==> src/sv/b58_pkg.sv <==
// Shared sizes, RAM request type and the digit alphabet for the base-58 encoder.
// No dependencies; used by every other file of the block.
package b58_pkg;

   localparam int MAX_BYTES  = 32;
   localparam int DIGITS     = 45;
   localparam int RESULT_CAP = 64;

   localparam int DIGIT_AW = $clog2(DIGITS);
   localparam int STEP_W   = $clog2(DIGITS + 1);
   localparam int CNT_W    = $clog2(MAX_BYTES + 1);
   localparam int RES_W    = $clog2(RESULT_CAP + 1);
   localparam int SUM_W    = ((CNT_W > STEP_W) ? CNT_W : STEP_W) + 1;
   localparam int TOT_W    = (SUM_W > RES_W) ? SUM_W : RES_W;

   // floor(x / 58) = (x * RECIP_M) >> RECIP_SH, exact for x < 2048
   localparam int RECIP_M  = 565;
   localparam int RECIP_SH = 15;

   typedef struct packed {
      logic                rd_en;
      logic [DIGIT_AW-1:0] rd_addr;
      logic                wr_en;
      logic [DIGIT_AW-1:0] wr_addr;
      logic [5:0]          wr_data;
      logic                clear;
   } ram_req_type;

   // base-58 digit to ASCII, alphabet without 0, O, I and l
   function automatic logic [6:0] b58_char(input logic [5:0] d);
      logic [6:0] c;
      if (d < 6'd9)       c = 7'(d) + 7'd49;
      else if (d < 6'd17) c = 7'(d) + 7'd56;
      else if (d < 6'd22) c = 7'(d) + 7'd57;
      else if (d < 6'd33) c = 7'(d) + 7'd58;
      else if (d < 6'd44) c = 7'(d) + 7'd64;
      else                c = 7'(d) + 7'd65;
      return c;
   endfunction

endpackage

==> src/sv/b58_digit_ram.sv <==
// Digit store: synchronous RAM with registered read data and per-entry valid bits.
// Depends on b58_pkg; entries not written since the last clear read as zero.
module b58_digit_ram (
   input  logic                 clock,
   input  logic                 reset,
   input  b58_pkg::ram_req_type ram_req,
   output logic [5:0]           rd_data
);

   logic [5:0]              mem [b58_pkg::DIGITS];
   logic [b58_pkg::DIGITS-1:0] vld_ff;
   logic [5:0]              rd_word_ff;
   logic                    rd_vld_ff;

   always_ff @(posedge clock) begin
      if (ram_req.wr_en) begin
         mem[ram_req.wr_addr] <= ram_req.wr_data;
      end
      if (ram_req.rd_en) begin
         rd_word_ff <= mem[ram_req.rd_addr];
      end
   end

   always_ff @(posedge clock) begin
      if (reset || ram_req.clear) begin
         vld_ff    <= '0;
         rd_vld_ff <= 1'b0;
      end else begin
         if (ram_req.wr_en) begin
            vld_ff[ram_req.wr_addr] <= 1'b1;
         end
         if (ram_req.rd_en) begin
            rd_vld_ff <= vld_ff[ram_req.rd_addr];
         end
      end
   end

   assign rd_data = rd_vld_ff ? rd_word_ff : 6'd0;

endmodule

==> src/sv/b58_digit_mac.sv <==
// One digit step: digit * 256 + carry split into a new base-58 digit and carry.
// Depends on b58_pkg for the reciprocal constants.
module b58_digit_mac (
   input  logic [5:0] digit_in,
   input  logic [7:0] carry_in,
   output logic [5:0] digit_out,
   output logic [7:0] carry_out
);

   // d*256 + c = 58*(4d) + (24d + c); 24d + c stays below 2048
   logic [10:0] part;
   logic [20:0] prod;
   logic [4:0]  quo;
   logic [10:0] rem;

   assign part = (11'(digit_in) << 4) + (11'(digit_in) << 3) + 11'(carry_in);
   assign prod = 21'(part) * 21'(b58_pkg::RECIP_M);
   assign quo  = prod[b58_pkg::RECIP_SH +: 5];
   // quo * 58 = quo*64 - quo*4 - quo*2
   assign rem  = part - ((11'(quo) << 6) - (11'(quo) << 2) - (11'(quo) << 1));

   assign digit_out = rem[5:0];
   assign carry_out = 8'({digit_in, 2'b00}) + 8'(quo);

endmodule

==> src/sv/base58_encoder.sv <==
// Base-58 encoder top level: request FSM, digit-store sweep and character emission.
// Depends on b58_pkg, b58_digit_ram and b58_digit_mac.
//
// Usage:
//   req_ channel takes one message byte per item, most significant first;
//   req_last_byte marks the end of the message. Up to MAX_BYTES bytes are
//   absorbed, later bytes are dropped and flag rsp_overflow on every result.
//   rsp_ channel returns the encoding one ASCII character per item: one '1'
//   per leading zero byte, then the base-58 digits, most significant first;
//   rsp_last_char marks the final character (at most RESULT_CAP of them).
//   An empty or all-zero-valued message with no zero bytes gives a single '1'.
// Operation:
//   Each absorbed byte sweeps the digit store: the carry walks it one entry
//   per cycle through the single read/write RAM. A dropped byte is taken in
//   S_IDLE with no sweep. After the last byte comes S_SETUP, then per
//   character S_NEXT, S_DATA for digit characters (they need a RAM read) and
//   S_WAIT, which holds until rsp_ready.
// Reset and stall:
//   Synchronous reset clears the FSM state, the byte and digit counts, the
//   flags and the store's valid bits, so the block is ready in the first
//   cycle after reset. While a character waits for rsp_ready nothing else
//   moves; no new byte is taken until the whole encoding has been delivered.
module base58_encoder (
   input  logic       clock,
   input  logic       reset,
   input  logic       req_valid,
   output logic       req_ready,
   input  logic [7:0] req_data_byte,
   input  logic       req_last_byte,
   output logic       rsp_valid,
   input  logic       rsp_ready,
   output logic [6:0] rsp_char_code,
   output logic       rsp_last_char,
   output logic       rsp_overflow
);

   localparam logic [2:0] S_IDLE   = 3'd0;
   localparam logic [2:0] S_ABSORB = 3'd1;
   localparam logic [2:0] S_SETUP  = 3'd2;
   localparam logic [2:0] S_NEXT   = 3'd3;
   localparam logic [2:0] S_DATA   = 3'd4;
   localparam logic [2:0] S_WAIT   = 3'd5;

   localparam int DAW = b58_pkg::DIGIT_AW;
   localparam int SW  = b58_pkg::STEP_W;
   localparam int CW  = b58_pkg::CNT_W;
   localparam int RW  = b58_pkg::RES_W;
   localparam int TW  = b58_pkg::TOT_W;

   logic [2:0]     state_ff,   state_in;
   logic [SW-1:0]  step_ff,    step_in;
   logic [7:0]     carry_ff,   carry_in;
   logic [SW-1:0]  top_ff,     top_in;
   logic [SW-1:0]  used_ff,    used_in;
   logic [CW-1:0]  lz_ff,      lz_in;
   logic           seen_ff,    seen_in;
   logic [CW-1:0]  count_ff,   count_in;
   logic           ovf_ff,     ovf_in;
   logic           last_ff,    last_in;
   logic [RW-1:0]  k_ff,       k_in;
   logic [RW-1:0]  total_ff,   total_in;
   logic [DAW-1:0] dig_idx_ff, dig_idx_in;
   logic [6:0]     char_ff,    char_in;
   logic           lastc_ff,   lastc_in;

   b58_pkg::ram_req_type ram_req;
   logic [5:0]     rd_data;
   logic [5:0]     mac_digit;
   logic [7:0]     mac_carry;

   logic           req_accept;
   logic [SW-1:0]  step_m1;
   logic [SW-1:0]  top_new;
   logic [SW-1:0]  used_m1;
   logic [TW-1:0]  sum_ext;
   logic [TW-1:0]  total_ext;
   logic [RW-1:0]  k_p1;

   b58_digit_ram u_ram (
      .clock   (clock),
      .reset   (reset),
      .ram_req (ram_req),
      .rd_data (rd_data)
   );

   b58_digit_mac u_mac (
      .digit_in  (rd_data),
      .carry_in  (carry_ff),
      .digit_out (mac_digit),
      .carry_out (mac_carry)
   );

   assign req_ready  = (state_ff == S_IDLE);
   assign req_accept = req_valid && req_ready;

   assign step_m1 = step_ff - SW'(1);
   assign top_new = (mac_digit != 6'd0) ? step_ff : top_ff;
   assign used_m1 = used_ff - SW'(1);
   assign sum_ext = TW'(lz_ff) + TW'(used_ff);
   assign k_p1    = k_ff + RW'(1);

   always_comb begin
      if (sum_ext == TW'(0)) begin
         total_ext = TW'(1);
      end else if (sum_ext > TW'(b58_pkg::RESULT_CAP)) begin
         total_ext = TW'(b58_pkg::RESULT_CAP);
      end else begin
         total_ext = sum_ext;
      end
   end

   always_comb begin
      state_in   = state_ff;
      step_in    = step_ff;
      carry_in   = carry_ff;
      top_in     = top_ff;
      used_in    = used_ff;
      lz_in      = lz_ff;
      seen_in    = seen_ff;
      count_in   = count_ff;
      ovf_in     = ovf_ff;
      last_in    = last_ff;
      k_in       = k_ff;
      total_in   = total_ff;
      dig_idx_in = dig_idx_ff;
      char_in    = char_ff;
      lastc_in   = lastc_ff;

      ram_req         = '0;
      ram_req.wr_data = mac_digit;
      ram_req.wr_addr = step_m1[DAW-1:0];

      case (state_ff)
         S_IDLE: begin
            if (req_accept) begin
               if (count_ff < CW'(b58_pkg::MAX_BYTES)) begin
                  count_in = count_ff + CW'(1);
                  if (!seen_ff && (req_data_byte == 8'd0)) begin
                     lz_in = lz_ff + CW'(1);
                  end else begin
                     seen_in = 1'b1;
                  end
                  // fetch entry 0 now so the sweep starts next cycle
                  ram_req.rd_en   = 1'b1;
                  ram_req.rd_addr = DAW'(0);
                  carry_in = req_data_byte;
                  top_in   = '0;
                  step_in  = SW'(1);
                  last_in  = req_last_byte;
                  state_in = S_ABSORB;
               end else begin
                  ovf_in = 1'b1;
                  if (req_last_byte) begin
                     state_in = S_SETUP;
                  end
               end
            end
         end

         S_ABSORB: begin
            // entry step-1 is in rd_data; write back the new digit
            ram_req.wr_en = 1'b1;
            carry_in      = mac_carry;
            top_in        = top_new;
            if (step_ff < SW'(b58_pkg::DIGITS)) begin
               ram_req.rd_en   = 1'b1;
               ram_req.rd_addr = step_ff[DAW-1:0];
               step_in         = step_ff + SW'(1);
            end else begin
               // carry out of the top digit is dropped
               used_in  = top_new;
               state_in = last_ff ? S_SETUP : S_IDLE;
            end
         end

         S_SETUP: begin
            total_in   = RW'(total_ext);
            k_in       = '0;
            dig_idx_in = used_m1[DAW-1:0];
            state_in   = S_NEXT;
         end

         S_NEXT: begin
            lastc_in = (k_p1 == total_ff);
            if ((TW'(k_ff) < TW'(lz_ff)) || (used_ff == SW'(0))) begin
               char_in  = b58_pkg::b58_char(6'd0);
               state_in = S_WAIT;
            end else begin
               ram_req.rd_en   = 1'b1;
               ram_req.rd_addr = dig_idx_ff;
               state_in        = S_DATA;
            end
         end

         S_DATA: begin
            char_in    = b58_pkg::b58_char(rd_data);
            dig_idx_in = dig_idx_ff - DAW'(1);
            state_in   = S_WAIT;
         end

         S_WAIT: begin
            if (rsp_ready) begin
               k_in = k_p1;
               if (lastc_ff) begin
                  // message done: back to the reset picture
                  ram_req.clear = 1'b1;
                  used_in  = '0;
                  lz_in    = '0;
                  seen_in  = 1'b0;
                  count_in = '0;
                  ovf_in   = 1'b0;
                  state_in = S_IDLE;
               end else begin
                  state_in = S_NEXT;
               end
            end
         end

         default: begin
            state_in = S_IDLE;
         end
      endcase
   end

   always_ff @(posedge clock) begin
      if (reset) begin
         state_ff <= S_IDLE;
         used_ff  <= '0;
         lz_ff    <= '0;
         seen_ff  <= 1'b0;
         count_ff <= '0;
         ovf_ff   <= 1'b0;
      end else begin
         state_ff <= state_in;
         used_ff  <= used_in;
         lz_ff    <= lz_in;
         seen_ff  <= seen_in;
         count_ff <= count_in;
         ovf_ff   <= ovf_in;
      end
   end

   always_ff @(posedge clock) begin
      step_ff    <= step_in;
      carry_ff   <= carry_in;
      top_ff     <= top_in;
      last_ff    <= last_in;
      k_ff       <= k_in;
      total_ff   <= total_in;
      dig_idx_ff <= dig_idx_in;
      char_ff    <= char_in;
      lastc_ff   <= lastc_in;
   end

   assign rsp_valid     = (state_ff == S_WAIT);
   assign rsp_char_code = char_ff;
   assign rsp_last_char = lastc_ff;
   assign rsp_overflow  = ovf_ff;

endmodule

==> config.mk <==
export PLATFORM = sky130hd
export DESIGN_NAME = base58_encoder
export DESIGN_NICKNAME = d
export VERILOG_FILES = /design/src/sv/b58_pkg.sv /design/src/sv/b58_digit_ram.sv /design/src/sv/b58_digit_mac.sv /design/src/sv/base58_encoder.sv
export SDC_FILE = /design/constraint.sdc
export NUM_CORES = 1
export LEC_CHECK = 0
export BUFFER_PORTS_ARGS = -buffer_cell sky130_fd_sc_hd__buf_2
export CORE_MARGIN = 3
export CORE_UTILIZATION = 40
export DETAILED_ROUTE_END_ITERATION = 8
export GPL_ROUTABILITY_DRIVEN = 0
export GPL_TIMING_DRIVEN = 0
export PLACE_DENSITY = 0.65
export SLEW_MARGIN = 30
export SYNTH_ARGS = -nofsm -noshare
export SYNTH_HDL_FRONTEND = slang
export SYNTH_SLANG_ARGS = --single-unit
export TNS_END_PERCENT = 50
==> constraint.sdc <==
create_clock -name clock -period 13.4 [get_ports clock]
set_input_delay 2.01 -clock clock [delete_from_list [all_inputs] [get_ports clock]]
set_output_delay 2.01 -clock clock [all_outputs]
set_load 0.05 [all_outputs]
==> impl_results.rst <==
.. list-table::
   :header-rows: 1

   * - Metric
     - Value
   * - Outcome
     - finished clean
   * - Yosys warning count
     - 0
   * - Clock tree root buffer cell
     - sky130_fd_sc_hd__clkbuf_16
   * - Insertion delay of the later-clocked pin in the worst-skew pair
     - around 570 ps
   * - Critical path capture point type
     - register
   * - Maximum clock path buffer count
     - 3
   * - Finished Core Util
     - 0.457
   * - Unrepaired setup endpoints after global routing
     - false
   * - Type of the worst setup path
     - reg2reg
   * - Async set-or-reset flop fraction in the synthesized netlist
     - 0
   * - Startpoint type of the worst setup path
     - register
   * - Total wire length after detailed routing
     - 52.6 mm
   * - Worst Path Arrival
     - approximately 10000 ps
   * - I/O pins
     - 24
   * - Tightest Pin Transition
     - between 1000 and 1500 ps
   * - Number of distinct library cells after synthesis
     - 80
   * - Area share of the largest cell type after synthesis
     - 0.489
   * - Sum of net half-perimeters after detailed placement
     - ~38 mm
   * - CP max FO
     - 12
   * - Sequential cell area fraction in the yosys report
     - 0.558
   * - Syn_area_per_cell
     - between 10 and 15 sq um
   * - Post-synthesis cell count
     - roughly 1800
   * - Die Outline Area
     - approximately 53000 sq um
   * - Critical path buffer and inverter count
     - 6
   * - Area of the mapped netlist
     - approximately 20000 sq um
   * - Max_slew headroom
     - 0.296
   * - Sum Neg Setup Slack
     - 0 ps
   * - Vias per Instance
     - approximately 5.6
   * - Total number of H-tree levels
     - 2
   * - Post-CTS Hold Buffers
     - 0
   * - Final ANT Viol Nets
     - 0
   * - Number of placement rows
     - 81
   * - Buffers added on ports
     - 22
   * - Global-route congestion overflow total
     - 0
   * - Number of antenna cells inserted
     - 0
   * - Resized Gates After CTS
     - 0
   * - Reg clk slew, reported paths
     - about 50 ps
   * - Final-layout fill cell count
     - between 4000 and 5000
   * - Highest attainable clock frequency
     - 100 MHz
   * - Cell with the largest stage delay on the worst path
     - sky130_fd_sc_hd__nor4_2
   * - Number of design-rule violations left by the first detailed-router iteration
     - 1437
   * - Total global-route track usage
     - 0.197
   * - Hold Worst Slack
     - around 470 ps
   * - Overall via count from detail_route
     - 14400
   * - # Max-Cap Violations
     - 0
   * - Required time worst endpoint
     - ~14000 ps
   * - Clock period minus final worst setup slack
     - 9960 ps
   * - Final Hold Viols
     - 0
   * - CP most frequent cell
     - sky130_fd_sc_hd__ha_1
   * - First-pass GRT wire length
     - 81.0 mm
   * - Final nets
     - roughly 2000
   * - Part of the cycle the worst path needs
     - 0.743
   * - Commonest register cell after synthesis
     - sky130_fd_sc_hd__edfxtp_1
   * - Number of synthesized flops with an enable pin
     - between 300 and 400
   * - Clock tree from TritonCTS
     - done
   * - Dominant delay contributor by cell family on the critical path
     - adder cells
   * - Slew Limit Fails
     - 0
   * - Flip-flop and latch count after synthesis
     - 394
   * - Setup Viol. Count Final
     - 0
   * - Number of global-route vias before repair
     - ~14000
   * - Routed length per instance
     - ~20 um
   * - Number of remaining DRC errors
     - 0
   * - Synth-to-Final Area Change
     - 12.6%
   * - CTS Sinks
     - around 390
   * - Number of nets produced by synthesis
     - ~1900
   * - Top cells by count, synth
     - sky130_fd_sc_hd__edfxtp_1 (325), sky130_fd_sc_hd__nand2_1 (261), sky130_fd_sc_hd__nor2_1 (204)
   * - Peak per-stage delay on the critical path
     - 670 ps
   * - Initial core utilization
     - 0.406
   * - Number of buffers added for setup after CTS
     - 0
   * - Maximum number of pins on one net before global-route repair
     - 55
   * - Final worst clock skew
     - approximately 22 ps
   * - TritonCTS Buffers
     - 42
   * - Synth area leader
     - sky130_fd_sc_hd__edfxtp_1
   * - Type of the tightest min-delay check
     - reg2reg
   * - Layout cell share with drive strength beyond 1
     - 0.0856
   * - Overall die width
     - 229 um
   * - Top post-synthesis cells by area
     - sky130_fd_sc_hd__edfxtp_1 (49%), sky130_fd_sc_hd__dfxtp_1 (6.9%), sky130_fd_sc_hd__ha_1 (6.5%), sky130_fd_sc_hd__nand2_1 (4.9%), sky130_fd_sc_hd__nor2_1 (3.8%)
   * - Area of the placeable core
     - a little under 50000 sq um
   * - Most frequent cell after synthesis
     - sky130_fd_sc_hd__edfxtp_1
   * - Die outline height
     - ~230 um
   * - Number of search-and-repair iterations in the first detailed-routing pass
     - 5
   * - Antenna violations before repair
     - 0
## through the flow
step / area (sq um) / cells / setup WS [ps]
3_5_place_dp: 21100 / 2501 / 3570
5_1_grt: 22500 / 2579 / 2760
2_1_floorplan: 20000 / 1805 / 4260
3_3_place_gp: 20900 / 2491 / 1020
6_report: 22500 / 2579 / 3440
4_1_cts: 22500 / 2579 / 3520
## kinds of logic (layout without fill, tap and decap cells)
group	after synthesis	in the layout	synth area share
fa+ha+maj	128	128	0.0888
xor+xnor	68	68	0.0307
simple gates	688	688	0.151
flops	394	394	0.558
mux	79	79	0.0402
compound gates	287	287	0.0988
buf+inv	161	271	0.0325
## layout by cell type, fill, tap and decap left out, types with 10 or more instances in the layout
| cell | synthesis | layout |
|---|---|---|
| sky130_fd_sc_hd__fa_1 | 23 | 23 |
| sky130_fd_sc_hd__nor3_1 | 25 | 23 |
| sky130_fd_sc_hd__buf_2 | 19 | 41 |
| sky130_fd_sc_hd__a2111oi_0 | 12 | 12 |
| sky130_fd_sc_hd__a21oi_1 | 75 | 75 |
| sky130_fd_sc_hd__inv_1 | 68 | 67 |
| sky130_fd_sc_hd__nand2_1 | 261 | 261 |
| sky130_fd_sc_hd__buf_1 | 13 | 13 |
| sky130_fd_sc_hd__xnor2_1 | 40 | 39 |
| sky130_fd_sc_hd__nor2_1 | 204 | 204 |
| sky130_fd_sc_hd__edfxtp_1 | 325 | 325 |
| sky130_fd_sc_hd__and2_1 | 13 | 13 |
| sky130_fd_sc_hd__clkbuf_1 | 55 | 64 |
| sky130_fd_sc_hd__nand3_1 | 111 | 111 |
| sky130_fd_sc_hd__o221ai_1 | 12 | 12 |
| sky130_fd_sc_hd__and3_1 | 13 | 13 |
| sky130_fd_sc_hd__o211ai_1 | 11 | 11 |
| sky130_fd_sc_hd__o21ai_0 | 38 | 38 |
| sky130_fd_sc_hd__a311oi_1 | 12 | 12 |
| sky130_fd_sc_hd__nand4_1 | 10 | 10 |
| sky130_fd_sc_hd__clkbuf_8 | 0 | 11 |
| sky130_fd_sc_hd__o22ai_1 | 10 | 10 |
| sky130_fd_sc_hd__nand2b_1 | 12 | 12 |
| sky130_fd_sc_hd__a21o_1 | 19 | 19 |
| sky130_fd_sc_hd__ha_1 | 104 | 102 |
| sky130_fd_sc_hd__dfxtp_1 | 69 | 69 |
| sky130_fd_sc_hd__a31oi_1 | 14 | 14 |
| sky130_fd_sc_hd__clkbuf_16 | 0 | 43 |
| sky130_fd_sc_hd__mux2i_1 | 70 | 70 |
| sky130_fd_sc_hd__xor2_1 | 27 | 27 |
## final timing paths
path / start / end / slack (ps) / cells after the start
min reg2reg: u_ram.vld_ff[36] / u_ram.vld_ff[36] / 470 / 2
max: u_ram.rd_vld_ff / used_ff[2] / 3440 / 30
max reg2reg: u_ram.rd_vld_ff / used_ff[2] / 3440 / 30
min: u_ram.vld_ff[36] / u_ram.vld_ff[36] / 470 / 2
## per-layer routing
layer	global-route usage	up-vias	wire, um
li1	-	6689	-
met2	0.322	525	24700
met3	0.0332	108	3680
met1	0.268	7040	22600
met5	0	-	0
met4	0.0639	0	1580
## worst min-delay path, stage by stage (launching register included)
cell and delay [ps]:
sky130_fd_sc_hd__dfxtp_1 320, sky130_fd_sc_hd__nor2_1 50, sky130_fd_sc_hd__nor2_1 70
## layout make-up
cell class | instances | area, sq um | area share
timing repair buffer | 32 | 248 | 0.0110
inverter | 70 | 265 | 0.0118
multi-input combinational | 1250 | 8200 | 0.365
tap | 664 | 831 | 0.0370
buffer | 91 | 384 | 0.0171
clock inverter | 15 | 129 | 0.00574
clock buffer | 63 | 1260 | 0.0561
sequential | 394 | 11100 | 0.496
## flip-flops by register name, indices dropped and copies added (netlist names)
signal and cells:
u_ram.mem 270, u_ram.vld_ff 45, carry_ff 8, k_ff 7
rsp_char_code 7, total_ff 7, count_ff 6, dig_idx_ff 6
lz_ff 6, step_ff 6, top_ff 6, u_ram.rd_word_ff 6
used_ff 6, state_ff 3, last_ff 1, rsp_last_char 1
rsp_overflow 1, seen_ff 1, u_ram.rd_vld_ff 1
Power is left out: the tool's default activity adds up to more than one toggle a clock period on the data nets, which glitch-free logic cannot reach.
